$ cat src/sv/clt_pkg.sv
// Shared constants, request and status codes, and the cell control word for the list table.
package clt_pkg;

   localparam int DEPTH    = 256;
   localparam int IDX_W    = $clog2(DEPTH);
   localparam int CNT_W    = $clog2(DEPTH + 1);
   localparam int HANDLE_W = 32;
   localparam int GROUP    = 16;
   localparam int NGROUP   = DEPTH / GROUP;

   localparam logic [1:0] OP_PUSH   = 2'd0;
   localparam logic [1:0] OP_GET    = 2'd1;
   localparam logic [1:0] OP_SET    = 2'd2;
   localparam logic [1:0] OP_REMOVE = 2'd3;

   localparam logic [1:0] ST_OK     = 2'd0;
   localparam logic [1:0] ST_RANGE  = 2'd1;
   localparam logic [1:0] ST_FULL   = 2'd2;
   localparam logic [1:0] ST_ABSENT = 2'd3;

   localparam logic [CNT_W-1:0] DEPTH_CNT = CNT_W'(DEPTH);

   typedef struct packed {
      logic                phase_a;
      logic                phase_c;
      logic [1:0]          op;
      logic [IDX_W-1:0]    pos;
      logic [CNT_W-1:0]    count;
      logic [HANDLE_W-1:0] handle;
   } cell_ctl_type;

endpackage

$ cat src/sv/clt_cell.sv
// One list cell: holds an entry, flags a hit, and loads new data or its right neighbor.
module clt_cell
   import clt_pkg::*;
(
   input  logic                clock,
   input  logic [IDX_W-1:0]    cell_index,
   input  cell_ctl_type        ctl,
   input  logic [HANDLE_W-1:0] next_entry,
   input  logic                found_ge,
   output logic [HANDLE_W-1:0] entry,
   output logic                hit
);

   logic [HANDLE_W-1:0] entry_ff, entry_in;
   logic                hit_ff, hit_in;
   logic [CNT_W-1:0]    my_idx;
   logic                in_use;

   assign my_idx = {1'b0, cell_index};
   assign in_use = my_idx < ctl.count;

   always_comb begin
      hit_in = hit_ff;
      if (ctl.phase_a) begin
         case (ctl.op)
            OP_PUSH:   hit_in = (my_idx == ctl.count);
            OP_REMOVE: hit_in = in_use && (entry_ff == ctl.handle);
            default:   hit_in = in_use && (cell_index == ctl.pos);
         endcase
      end
   end

   always_comb begin
      entry_in = entry_ff;
      if (ctl.phase_c) begin
         case (ctl.op) inside
            OP_PUSH, OP_SET: if (hit_ff) entry_in = ctl.handle;
            OP_REMOVE:       if (found_ge) entry_in = next_entry;
            default:         entry_in = entry_ff;
         endcase
      end
   end

   always_ff @(posedge clock) begin
      entry_ff <= entry_in;
      hit_ff   <= hit_in;
   end

   assign entry = entry_ff;
   assign hit   = hit_ff;

endmodule

$ cat config.mk
export PLATFORM = sky130hd
export DESIGN_NAME = clt_cell
export DESIGN_NICKNAME = d
export VERILOG_FILES = /design/src/sv/clt_pkg.sv /design/src/sv/clt_cell.sv
export SDC_FILE = /design/constraint.sdc
export NUM_CORES = 1
export LEC_CHECK = 0
export ABC_AREA = 1
export ABC_CLOCK_PERIOD_IN_PS = 2800
export BUFFER_PORTS_ARGS = -buffer_cell sky130_fd_sc_hd__clkbuf_2
export CAP_MARGIN = 40
export CORE_MARGIN = 4
export CORE_UTILIZATION = 40
export DETAILED_ROUTE_END_ITERATION = 8
export PLACE_DENSITY = 0.81
export SLEW_MARGIN = 20
export SYNTH_ARGS = -nofsm -noshare
export SYNTH_HDL_FRONTEND = slang
export SYNTH_SLANG_ARGS = --single-unit
$ cat constraint.sdc
create_clock -name clock -period 2.8 [get_ports clock]
set_input_delay 0.7 -clock clock [delete_from_list [all_inputs] [get_ports clock]]
set_output_delay 0.7 -clock clock [all_outputs]
set_load 0.02 [all_outputs]
Word-level counts from Yosys, hierarchy flattened
Index checks and enable logic that the tools add are counted.

word-level totals
  register bits = 33
  latch bits = 0
  RAM bits = 0
  memory bits (read-only) = 0
  bits of input ports = 95
  output and inout port bits = 33
  memories = 0

operators by class
  add/subtract/negate cells = 0
  multipliers = 0
  divide/modulo/power cells = 0
  order comparisons = 1
  equality and inequality tests = 6
  shift operators = 0
  multiplexer cells = 5
  bitwise logic cells = 0
  reduce and logical (&&, ||, !) cells = 7

operators by type and width
  kind                  count
  $mux W32              4
  $eq A32 B32 Y1        1
  $eq A8 B9 Y1          1
  $lt A8 B9 Y1          1
  $eq A8 B8 Y1          1
  $eq A2 B2 Y1 const B  2
  $reduce_and A4 Y1     1
  $reduce_bool A2 Y1    2
  $logic_and A1 B1 Y1   2
  $logic_not A2 Y1      1
  $ne A2 B2 Y1 const B  1
  $pmux W1 S2           1
  $reduce_or A2 Y1      1

Longest topological paths before layout
  depth in word-level cells = 4
  gate-level depth with buffers = 11

Worst setup path after synthesis
No wires, ideal clock.

  path type = input to register
  start = in ctl[49] in the netlist's numbering
  end = reg entry_ff[0], in the netlist entry[0] (enable)
  setup time = 0.421 ns
  arrival = 2.397 ns
  required time = 2.379 ns
  setup slack = -0.018 ns
  stages = 4
  buffers on the path = 1
  cell sequence = buf_2 inv_2 o21ai_0 nor2_1

on the way
  cells in the longest elaborated chain, start to end = 4
  elaborated cells on any way between the ends = 8
  classes of those cells = 3 x eq/ne; 5 x reduce/logical

ends and longest elaborated chain
  element                                                              line            source
  start, declared                                                      clt_cell.sv:7   input cell_ctl_type ctl,
  $eq A2 B2 Y1 (no source line) or $logic_not A2 Y1 (tied branches)    -
  $reduce_or A2 Y1                                                     clt_cell.sv:36  case (ctl.op) inside
  $ne A2 B2 Y1 (no source line) or $reduce_bool A2 Y1 (tied branches)  -
  $reduce_and A4 Y1 (no source line) *                                 -
  end signal, assigned                                                 clt_cell.sv:45  entry_ff <= entry_in;
  end, declared                                                        clt_cell.sv:14  logic [HANDLE_W-1:0] entry_ff, entry_in;

Every way passes the cells marked *; elsewhere a longest branch is shown, timed or not.
A chain may end at the register's enable or synchronous reset.

Worst setup path in the final report
  start = in ctl[49] in the netlist's numbering
  end = reg hit_ff, in the netlist hit, data pin

on the way
  cells in the longest elaborated chain, start to end = 2
  elaborated cells on any way between the ends = 3
  classes of those cells = 1 x eq/ne; 1 x mux; 1 x reduce/logical

ends and longest elaborated chain
  element                                           line            source
  $eq A2 B2 Y1 or $logic_not A2 Y1 (tied branches)  clt_cell.sv:25  case (ctl.op)
  $pmux W1 S2 *                                     clt_cell.sv:25
  end signal, assigned                              clt_cell.sv:46  hit_ff <= hit_in;
  end, declared                                     clt_cell.sv:15  logic hit_ff, hit_in;

Marks and branches as above.

==> metrics.md <==
| Metric | Value |
|---|---|
| Status | `complete, no violations` |
| Worst Skew | `0.0105 ns` |
| DRC | `0` |
| FF+latch count, synth | `33` |
| Avg WL per Cell | `11.7 um` |
| Vias in the first global route | `1993` |
| Nature of the critical path startpoint | `input port` |
| First-pass DRT Iterations | `4` |
| Tmin final | `1.73 ns` |
| Post-place setup slack | `0.765 ns` |
| Final Wtd Congestion | `0.785` |
| Post-synth net total | `382` |
| Worst-path fanout max | `23` |
| Max_slew headroom | `0.733` |
| Tot GR Track Use | `0.166` |
| Area contributors post-synth | `edfxtp_1 (45%), nand2_1 (24%), xnor2_1 (14%)` |
| Worst-skew pair later-pin latency | `0.28 ns` |
| Vias per std cell | `4.50` |
| Hold Vio Cnt, Final | `0` |
| DIE HEIGHT | `82.1 um` |
| Nets@finish | `approximately 510` |
| Post-Place Cells | `between 400 and 500` |
| Post-Syn Instances | `between 200 and 300` |
| Area added between synthesis and finish | `38.2%` |
| Initial Util | `0.422` |
| CP Class | `input port to register` |
| Clock Sinks | `33` |
| RSZ-0062 raised after global routing | `false` |
| Max Root-Sink Buffers | `2` |
| Initial DRC count | `75` |
| Tcrit/Tclk final | `0.619` |
| CTS Buf Count | `5` |
| Die ar. | `6740 sq um` |
| Post-CTS sizing | `0` |
| Clk slew on worst S/H paths | `0.07 ns` |
| Die width | `82.1 um` |
| Final setup violation count | `0` |
| PD cells | `435 nW/um^2` |
| Layout cell share with drive strength beyond 1 | `0.348` |
| Setup WS post-layout | `1.07 ns` |
| Antenna diodes | `0` |
| Max-slew violations | `0` |
| Syn Area/Cell | `around 7.9 sq um` |
| Critical Path End Type | `register` |
| Number of max-cap violations | `0` |
| IO Pins | `128` |
| Crit path required time | `approximately 3.0 ns` |
| Port bufs | `127` |
| WL final | `approximately 5600 um` |
| TritonCTS clock tree | `built` |
| Root Buffer | `clkbuf_8` |
| Post-CTS Hold Buffers | `0` |
| Standard-cell rows | `26` |
| Total setup buffers inserted after CTS | `0` |
| Core Area | `5200 sq um` |
| Cell taking the most area after synthesis | `edfxtp_1` |
| Initial antenna violation count | `0` |
| H-tree depth | `2` |
| Ys Warns | `0` |
| Pleak | `~1.6 nW` |
| Layout Cells excl Fill | `481` |
| Max VDD drop | `0.242 mV` |
| Largest net degree at the start of global routing | `26` |
| Post-synth top area share | `0.452` |
| Overflow after GRT | `0` |
| HPWL after detailed placement | `~4700 um` |
| DR vias | `2163` |
| Distinct cell type count after synthesis | `16` |
| Mapped cell area | `2190 sq um` |
| Measured slew at the worst slew-check pin | `0.400 ns` |
| Fmax | `just under 600 MHz` |
| WP data arrival | `about 1.9 ns` |
| HP Class | `input port to register` |
| Global-route wire length before repair | `8490 um` |
| Post-synthesis sequential area ratio | `0.452` |
| Post-route ant nets | `0` |
| Setup TNS | `0 ns` |
[path summary, 6_finish.rpt]
check                                          end                start  slack (ns)  cells after the start
worst max-delay path                 hit$_DFFE_PP_              ctl[49]        1.07                      8
worst min-delay path                 hit$_DFFE_PP_              ctl[52]        0.64                      1
worst max register to register       hit$_DFFE_PP_  entry[28]$_DFFE_PP_        1.49                      9
worst min register to register  entry[4]$_DFFE_PP_        hit$_DFFE_PP_        0.92                      3
[power by group]
part	switching, mW	internal [mW]	total (mW)
Combinational	0.157	0.131	0.287
Sequential	0.0151	0.575	0.591
Clock	0.175	0.266	0.442
Total	0.347	0.972	1.32
[cell type report]
type / instances / area (sq um)
fillers: 493 / 2170
multi-input cells: 215 / 1080
flip-flops and latches: 33 / 991
repair buffers: 131 / 666
inverters: 24 / 90.1
well taps: 70 / 87.6
clock buffers: 5 / 68.8
clock inverters: 3 / 46.3
[per-layer routing]
layer,wire length [um],up-vias,GRT usage
met4,19,0,0.0299
met2,2730,91,0.298
met3,559,2,0.0570
met5,0,-,0
met1,2290,941,0.192
li1,-,1129,-
[Yosys cell counts]
master,instances
buf_4,1
o21ai_1,1
a21oi_2,1
nand2_1,138
xnor2_1,34
nor2_1,17
ha_1,8
inv_1,22
edfxtp_1,33
nor3_1,1
o21ai_0,8
inv_2,2
a21oi_1,4
buf_2,6
nand3_1,1
nand4_1,2
[critical path, cell delays in order]
cell      delay [ns]
clkbuf_2        0.33
buf_4           0.32
o21ai_1         0.10
nor2_1          0.12
nand3_1         0.10
a21oi_2         0.10
nand2_1         0.06
nand2_1         0.05
[stage by stage]
step           hold slack [ns]  area, sq um  utilization  power [mW]
2_1_floorplan            0.812         2200            -       0.761
3_3_place_gp             0.914         2920        0.561       0.882
3_5_place_dp             0.919         2920        0.561       0.892
4_1_cts                  0.627         3030        0.583        1.34
5_1_grt                  0.615         3030        0.583        1.40
6_report                 0.639         3030        0.583        1.32
[registers in the layout, summed over array words and instances, names as in the netlist]
register	flops
entry	32
hit	1
[cell usage in the layout, fill, tap and decap left out, drive strengths merged]
cell      synthesis  routed
clkinv            0       1
nand4             2       2
buf               7       4
a21oi             5       5
ha                8       8
bufinv            0       1
xnor2            34      34
o21ai             9       9
nand2           138     138
clkinvlp          0       1
edfxtp           33      33
nor2             17      17
clkbuf            0     132
nand3             1       1
inv              24      24
nor3              1       1
[logic make-up (layout without fill, tap and decap cells)]
family,count (synthesis),in the layout,synth area share
and+or+nand+nor,159,159,0.275
adders and majority gates,8,8,0.0456
buffers and inverters,31,163,0.0582
DFF,33,33,0.452
xor gates and xnor gates,34,34,0.136
AOI/OAI and AO/OA,14,14,0.0336
Power figures use the tool's default switching activity.
