### config.mk
export PLATFORM = sky130hd
export DESIGN_NAME = clt_group
export DESIGN_NICKNAME = d
export VERILOG_FILES = /design/src/sv/clt_pkg.sv /design/src/sv/clt_group.sv
export SDC_FILE = /design/constraint.sdc
export NUM_CORES = 1
export LEC_CHECK = 0
export BUFFER_PORTS_ARGS = -buffer_cell sky130_fd_sc_hd__buf_4
export CAP_MARGIN = 10
export CELL_PAD_IN_SITES_DETAIL_PLACEMENT = 1
export CELL_PAD_IN_SITES_GLOBAL_PLACEMENT = 1
export CORE_AREA = 5 5 223 225
export DETAILED_ROUTE_END_ITERATION = 8
export DIE_AREA = 0 0 228 230
export HOLD_SLACK_MARGIN = 0.06
export PLACE_DENSITY_LB_ADDON = 0.1
export REMOVE_ABC_BUFFERS = 1
export SYNTH_ARGS = -nofsm -noshare
export SYNTH_HDL_FRONTEND = slang
export SYNTH_SLANG_ARGS = --single-unit
export TNS_END_PERCENT = 5
### constraint.sdc
create_clock -name clock -period 2.3 [get_ports clock]
set_input_delay 0.345 -clock clock [delete_from_list [all_inputs] [get_ports clock]]
set_output_delay 0.345 -clock clock [all_outputs]
set_load 0.05 [all_outputs]
### src/sv/clt_pkg.sv
// Shared constants, request and status codes, and the cell control word for the list table.
package clt_pkg;

   localparam int DEPTH    = 256;
   localparam int IDX_W    = $clog2(DEPTH);
   localparam int CNT_W    = $clog2(DEPTH + 1);
   localparam int HANDLE_W = 32;
   localparam int GROUP    = 16;
   localparam int NGROUP   = DEPTH / GROUP;

   localparam logic [1:0] OP_PUSH   = 2'd0;
   localparam logic [1:0] OP_GET    = 2'd1;
   localparam logic [1:0] OP_SET    = 2'd2;
   localparam logic [1:0] OP_REMOVE = 2'd3;

   localparam logic [1:0] ST_OK     = 2'd0;
   localparam logic [1:0] ST_RANGE  = 2'd1;
   localparam logic [1:0] ST_FULL   = 2'd2;
   localparam logic [1:0] ST_ABSENT = 2'd3;

   localparam logic [CNT_W-1:0] DEPTH_CNT = CNT_W'(DEPTH);

   typedef struct packed {
      logic                phase_a;
      logic                phase_c;
      logic [1:0]          op;
      logic [IDX_W-1:0]    pos;
      logic [CNT_W-1:0]    count;
      logic [HANDLE_W-1:0] handle;
   } cell_ctl_type;

endpackage

### src/sv/clt_group.sv
// A group of cells' hit bits: registered in-group prefix, any-hit flag and selected entry.
module clt_group
   import clt_pkg::*;
(
   input  logic                             clock,
   input  logic                             phase_b,
   input  logic [GROUP-1:0]                 hit,
   input  logic [GROUP-1:0][HANDLE_W-1:0]   entry,
   input  logic                             earlier,
   output logic [GROUP-1:0]                 found_ge,
   output logic                             any_hit,
   output logic [HANDLE_W-1:0]              rd_value
);

   logic [GROUP-1:0]    pre_ff, pre_in;
   logic                any_ff;
   logic [HANDLE_W-1:0] rd_ff, rd_in;

   always_comb begin
      pre_in[0] = hit[0];
      for (int k = 1; k < GROUP; k++) pre_in[k] = pre_in[k-1] | hit[k];
      rd_in = '0;
      for (int k = 0; k < GROUP; k++) rd_in = rd_in | (entry[k] & {HANDLE_W{hit[k]}});
   end

   always_ff @(posedge clock) begin
      if (phase_b) begin
         pre_ff <= pre_in;
         any_ff <= pre_in[GROUP-1];
         rd_ff  <= rd_in;
      end
   end

   assign found_ge = pre_ff | {GROUP{earlier}};
   assign any_hit  = any_ff;
   assign rd_value = rd_ff;

endmodule

# Word level (Yosys, flattened, before mapping)
# Index checks and enable logic that the tools add are counted.
# W data, S select, Z words.
word_totals:
  reg_bits: 49
  input_bits: 531
  out_inout_bits: 49
  word_cells: 50
op_classes:
  n_bitwise: 47
op_table:
  columns: ["operator", "count"]
  rows:
  - ["$and A32 B32 Y32", 16]
  - ["$or A32 B32 Y32", 15]
  - ["$or A16 B16 Y16", 1]
  - ["$or A1 B1 Y1", 15]

# Logic depth before layout (Yosys ltp)
# Gate-level depths: netlist (run 1).
depth:
  ltp_word: 16
  mapped_depth: 5
  depth_no_buf: 3

# Worst setup path after synthesis (run 1)
# No wires, ideal clock.
synth_timing:
  path_kind: "input port to flip-flop"
  start: "in hit[0]"
  end: "reg pre_ff[15] (data pin)"
  setup_time_ps: 281
  arrival_time_ps: 1454
  required_ps: 2019
  path_slack_ps: 565
  cell_stages: 5
  path_cell_list: "buf_2 -> or3_1 -> clkbuf_2 -> nor4_4 -> nand4b_1"
synth_via:
  elab_chain_len: 15
synth_rtl:
  columns: ["item", "line", "source"]
  rows:
  - ["start, declared", "clt_group.sv:7", "input logic [GROUP-1:0] hit,"]
  - ["$or A1 B1 Y1 (2 in series)", "clt_group.sv:21", "for (int k = 1; k < GROUP; k++) pre_in[k] = pre_in[k-1] | hit[k];"]
  - ["net pre_in[2]", "clt_group.sv:15", "logic [GROUP-1:0] pre_ff, pre_in;"]
  - ["$or A1 B1 Y1 (13 in series)", "clt_group.sv:21", null]
  - ["net pre_in[15]", "clt_group.sv:15", null]
  - ["end signal, assigned", "clt_group.sv:28", "pre_ff <= pre_in;"]
  - ["end, declared", "clt_group.sv:15", null]
# The timed path passes the listed nets, and every way through them passes these cells.
# A chain may end at the register's enable or synchronous reset.

# Worst setup path in the final report (run 1)
layout_timing:
  start: "in hit[1]"
  end: "reg pre_ff[15] (data pin)"
layout_via:
  elab_chain_len: 15
layout_rtl:
  columns: ["item", "line"]
  rows:
  - ["$or A1 B1 Y1 (15 in series)", "clt_group.sv:21"]
  - ["net pre_in[15]", "clt_group.sv:15"]
# The timed path passes the listed nets, and every way through them passes these cells.

==> impl_metrics.env, run 1 <==
export IMPL_slowest_delay_ns=0.57
export IMPL_grt_max_degree=35
export IMPL_synth_area_leader_cell="edfxtp_1"
export IMPL_area_growth_pct=120
export IMPL_synthTopCellsByCount="a221oi_1, a22o_1, clkbuf_1"
export IMPL_antenna_found_initial=2
export IMPL_crit_slowest_cell="nor4_4"
export IMPL_setup_viol_count_final=0
export IMPL_wl_per_cell_um=29.6
export IMPL_io_pins=580
export IMPL_grt_use_met1=0.186
export IMPL_globalRouteTotalUtil=0.171
export IMPL_synth_distinct_cells=20
export IMPL_whs_ns=0.309
export IMPL_cts_tree="built"
export IMPL_fp_row_count=80
export IMPL_postCtsSetupRepairBufs=0
export IMPL_yosysTopAreaCellShare=0.330
export IMPL_htree_levels=2
export IMPL_vias=6920
export IMPL_dpl_cell_area_um2=9450
export IMPL_hpwl_mm=36.5
export IMPL_postSynthAreaPerCell_um2=9.97
export IMPL_drt_wl_total_mm=47.3
export IMPL_use_met2=0.324
export IMPL_p_per_area_nw_per_um2=385
export IMPL_worstSetupPathType="input port to flop"
export IMPL_post_cts_resized=0
export IMPL_antenna_cells=0
export IMPL_holdBufCountCts=0
export IMPL_clkTransAtPathRegs_ns=0.09
export IMPL_dieArea_um2=52400
export IMPL_yosys_area_share_simple=0.0989
export IMPL_ys_seq_area_frac=0.330
export IMPL_muxShareOfSynthArea=0
export IMPL_maxCapViolCount=0
export IMPL_antenna_left=0
export IMPL_end_kind="flop"
export IMPL_clk_path_buf_depth=2
export IMPL_vias_per_cell=4.33
export IMPL_drt_initial_drc_count=302
export IMPL_syn_inst=438
export IMPL_core_area_um2=47300
export IMPL_worstHoldPathType="input port to flop"
export IMPL_final_period_utilization=0.735
export IMPL_synth_top_cells_by_area="edfxtp_1, a221oi_1, a22o_1, clkbuf_1, nand4_1"
export IMPL_drv_slew=0
export IMPL_gr_total_overflow=0
export IMPL_cts_buffers=5
export IMPL_gp_congestion=0.789
export IMPL_yosysWarnings=0
export IMPL_irDropWorstVdd_mv=0.252
export IMPL_cts_root_buf="clkbuf_16"
export IMPL_clock_sinks=48
export IMPL_die_h_um=230
export IMPL_crit_path_cell_trace="buf_4, or3_1, nor4_4, nand4b_1"
export IMPL_cp_top_family="simple AND/OR/NAND/NOR gates"
export IMPL_grt_pass1_vias=8161
export IMPL_path_buf_inv=1
export IMPL_max_slew_margin_rel=0.539
export IMPL_synth_flop_cell="edfxtp_1"
export IMPL_crit_path_start_kind="input port"
export IMPL_tns_ns=0
export IMPL_rsz0062_at_grt="false"
export IMPL_syn_area_um2=4370
export IMPL_port_buffers=579
export IMPL_post_synth_fa_ha_maj_area_fraction=0
export IMPL_grt_pass1_wl_mm=63.8
export IMPL_initial_core_util=0.0922
export IMPL_required_ns=2.35
export IMPL_drive_above_1_share=0.641
export IMPL_utilization=0.203
export IMPL_nets=1512
export IMPL_synth_top_family_by_area="compound AO/OA/AOI/OAI gates"
export IMPL_max_freq_mhz=592
export IMPL_cp_max_fo=9
export IMPL_status="completed"
export IMPL_fin_crit_ns=1.69
export IMPL_finalPower_mw=3.71
export IMPL_arrival_ns=1.74
export IMPL_synth_async_reset_ratio=0
export IMPL_synth_xor_area_frac=0
export IMPL_synth_compound_area_share=0.514
export IMPL_gr_max_usage_layer="met2"
export IMPL_ys_ff_latch=48
export IMPL_synth_edf_count=48
export IMPL_drc=0
export IMPL_die_width_um=228
export IMPL_power_leakage_nw=4.28
export IMPL_finalHoldViolations=0
export IMPL_stdcell_area_um2=9620
export IMPL_met3_usage=0.0569
export IMPL_drt_pass1_iterations=4
export IMPL_tightest_slew_ns=0.691
==> worst paths after layout <==
path	from	to	depth (start not counted)
max	hit[1]	pre_ff[15]$_DFFE_PP_	4
min	entry[364]	rd_value[12]$_DFFE_PP_	3
==> flip-flops by register name (all words and copies together) (netlist names) <==
register,flops
pre_ff,16
rd_value,32
==> per-stage QoR <==
step | setup WS [ns] | std cells
floorplan | 0.730 | 373
global placement | 0.277 | 1589
detailed placement | 0.265 | 1589
CTS | 0.642 | 1597
global route | 0.547 | 1597
finish | 0.610 | 1597
==> placed cells by master (no fill, tap or decap) <==
cell type / count
or2_2: 19
a221oi_1: 128
nand2b_1: 1
edfxtp_1: 48
nor4_4: 1
nand3_1: 1
nand4_1: 32
a22o_1: 128
nor2_1: 2
clkbuf_16: 5
nand3b_1: 2
nand4b_1: 1
nor2b_1: 1
bufinv_16: 1
inv_1: 1
or3_1: 4
nand2_1: 3
buf_4: 597
nor4_1: 1
clkinv_4: 2
buf_12: 4
==> area by class of cell <==
| class | instances | area, um^2 |
|---|---|---|
| fill | 5542 | 37700 |
| multi-input combinational | 324 | 2670 |
| timing repair buffer | 601 | 4560 |
| inverter | 1 | 3.75 |
| clock inverter | 3 | 47.5 |
| tap | 615 | 769 |
| sequential | 48 | 1440 |
| clock buffer | 5 | 125 |
==> cell families (layout without fill, tap and decap cells) <==
family | Yosys count | count (layout)
AOI/OAI and AO/OA | 256 | 256
buffers and inverters | 66 | 610
DFF | 48 | 48
and+or+nand+nor | 68 | 68
==> layer usage <==
layer / vias up / share of wire / wire length [um]
li1: 3103 / - / -
met2: 316 / 0.53 / 25300
met5: - / 0.00072 / 34
met4: 4 / 0.017 / 790
met1: 3455 / 0.38 / 17800
met3: 42 / 0.071 / 3380
==> report_power, final <==
| part | internal (mW) | switching, mW | total, mW |
|---|---|---|---|
| sequential | 1.01 | 0.0141 | 1.02 |
| combinational | 0.901 | 0.806 | 1.71 |
| clock | 0.521 | 0.455 | 0.976 |
| total | 2.43 | 1.28 | 3.71 |
(Power assumes the default switching activity.)
==> inputs of run 2 (changes only) <==
==> constraint.sdc (replaced) <==
create_clock -name clock -period 1.75 [get_ports clock]
set_input_delay 0.2625 -clock clock [delete_from_list [all_inputs] [get_ports clock]]
set_output_delay 0.2625 -clock clock [all_outputs]
set_load 0.05 [all_outputs]
==> impl_metrics.env, run 2 (synthesis gave the netlist of run 1 again) <==
export IMPL_drc=0
export IMPL_drt_wl_total_mm=48.6
export IMPL_io_pins=580
export IMPL_crit_path_cell_trace="buf_4, a22o_1, a221oi_1, buf_4, nand4_1"
export IMPL_clkTransAtPathRegs_ns=0.08
export IMPL_crit_slowest_cell="a221oi_1"
export IMPL_end_kind="flop"
export IMPL_drive_above_1_share=0.649
export IMPL_drt_pass1_iterations=4
export IMPL_dieArea_um2=52400
export IMPL_gp_congestion=0.782
export IMPL_wl_per_cell_um=29.9
export IMPL_fp_row_count=80
export IMPL_finalPower_mw=4.90
export IMPL_cts_buffers=5
export IMPL_p_per_area_nw_per_um2=495
export IMPL_post_cts_resized=0
export IMPL_irDropWorstVdd_mv=0.325
export IMPL_antenna_found_initial=6
export IMPL_die_width_um=228
export IMPL_fin_crit_ns=1.50
export IMPL_crit_path_start_kind="input port"
export IMPL_nets=1538
export IMPL_setup_viol_count_final=0
export IMPL_largest_reg_flops=32
export IMPL_vias_per_cell=4.32
export IMPL_tightest_slew_ns=0.661
export IMPL_cp_max_fo=23
export IMPL_htree_levels=2
export IMPL_slowest_delay_ns=0.46
export IMPL_clock_sinks=48
export IMPL_max_slew_margin_rel=0.559
export IMPL_vias=7020
export IMPL_startpoint="hit[10]"
export IMPL_maxCapViolCount=0
export IMPL_area_growth_pct=127
export IMPL_gr_total_overflow=0
export IMPL_grt_pass1_vias=8198
export IMPL_min_from="entry[444]"
export IMPL_clk_path_buf_depth=2
export IMPL_utilization=0.209
export IMPL_worstHoldPathType="input port to flop"
export IMPL_port_buffers=579
export IMPL_holdBufCountCts=0
export IMPL_grt_pass1_wl_mm=65.1
export IMPL_globalRouteTotalUtil=0.175
export IMPL_required_ns=1.81
export IMPL_final_period_utilization=0.856
export IMPL_die_h_um=230
export IMPL_timing_critical_path_mode_cell="buf_4"
export IMPL_rsz0062_at_grt="false"
export IMPL_drt_initial_drc_count=245
export IMPL_layout_commonest_cell="buf_4"
export IMPL_cts_root_buf="clkbuf_16"
export IMPL_arrival_ns=1.56
export IMPL_antenna_left=0
export IMPL_postCtsSetupRepairBufs=0
export IMPL_grt_max_degree=49
export IMPL_core_area_um2=47300
export IMPL_cts_tree="built"
export IMPL_drv_slew=0
export IMPL_finalHoldViolations=0
export IMPL_final_cell_mix="buf_4, a22o_1, a221oi_1"
export IMPL_fillCellCount=5561
export IMPL_status="completed"
export IMPL_initial_core_util=0.0922
export IMPL_power_leakage_nw=4.43
export IMPL_max_freq_mhz=667
export IMPL_hpwl_mm=38.9
export IMPL_worstSetupPathType="input port to flop"
run 2: cell type report:
cell class / instances / area [um^2] / area share
repair buffers: 627 / 4840 / 0.489
multi-input cells: 324 / 2670 / 0.270
flip-flops and latches: 48 / 1440 / 0.146
well taps: 615 / 769 / 0.0777
clock buffers: 6 / 129 / 0.0130
clock inverters: 2 / 35.0 / 0.00354
diodes: 2 / 5.00 / 0.000505
inverters: 1 / 3.75 / 0.000379
run 2: path summary, 6_finish.rpt:
check / slack (ns) / endpoint / depth (start not counted)
max: 0.25 / rd_value[18]$_DFFE_PP_ / 5
min: 0.24 / rd_value[28]$_DFFE_PP_ / 3
run 2: report_power, final:
part	leakage (nW)	switching, mW	internal (mW)	total, mW
combinational	3.87	1.09	1.24	2.33
sequential	0.483	0.0192	1.33	1.35
clock	0.0809	0.546	0.677	1.22
total	4.43	1.66	3.25	4.90
run 2: critical path: cells and delay by family:
kind | cells | cell delay, ns
buffers and inverters | 2 | 0.47
AO/OA/AOI/OAI | 2 | 0.72
AND/OR/NAND/NOR | 1 | 0.09
run 2: stage by stage:
stage               cells  area (um^2)  setup WS, ns  hold slack [ns]  TNS [ns]
floorplan             373         4120         0.263            0.361         0
finish               1625         9900         0.252            0.239         0
global route         1624         9900         0.224            0.229         0
global placement     1615         9730        -0.157            0.571    -0.325
CTS                  1623         9900         0.237            0.206         0
detailed placement   1615         9730        -0.110            0.573    -0.352
run 2: metal layers:
layer  routed length, um  up-vias  GRT usage
met3                3440       33     0.0518
met5                  47        -          0
met2               26000      301      0.331
met4                 781        6     0.0408
met1               18300     3525      0.192
li1                    -     3155          -
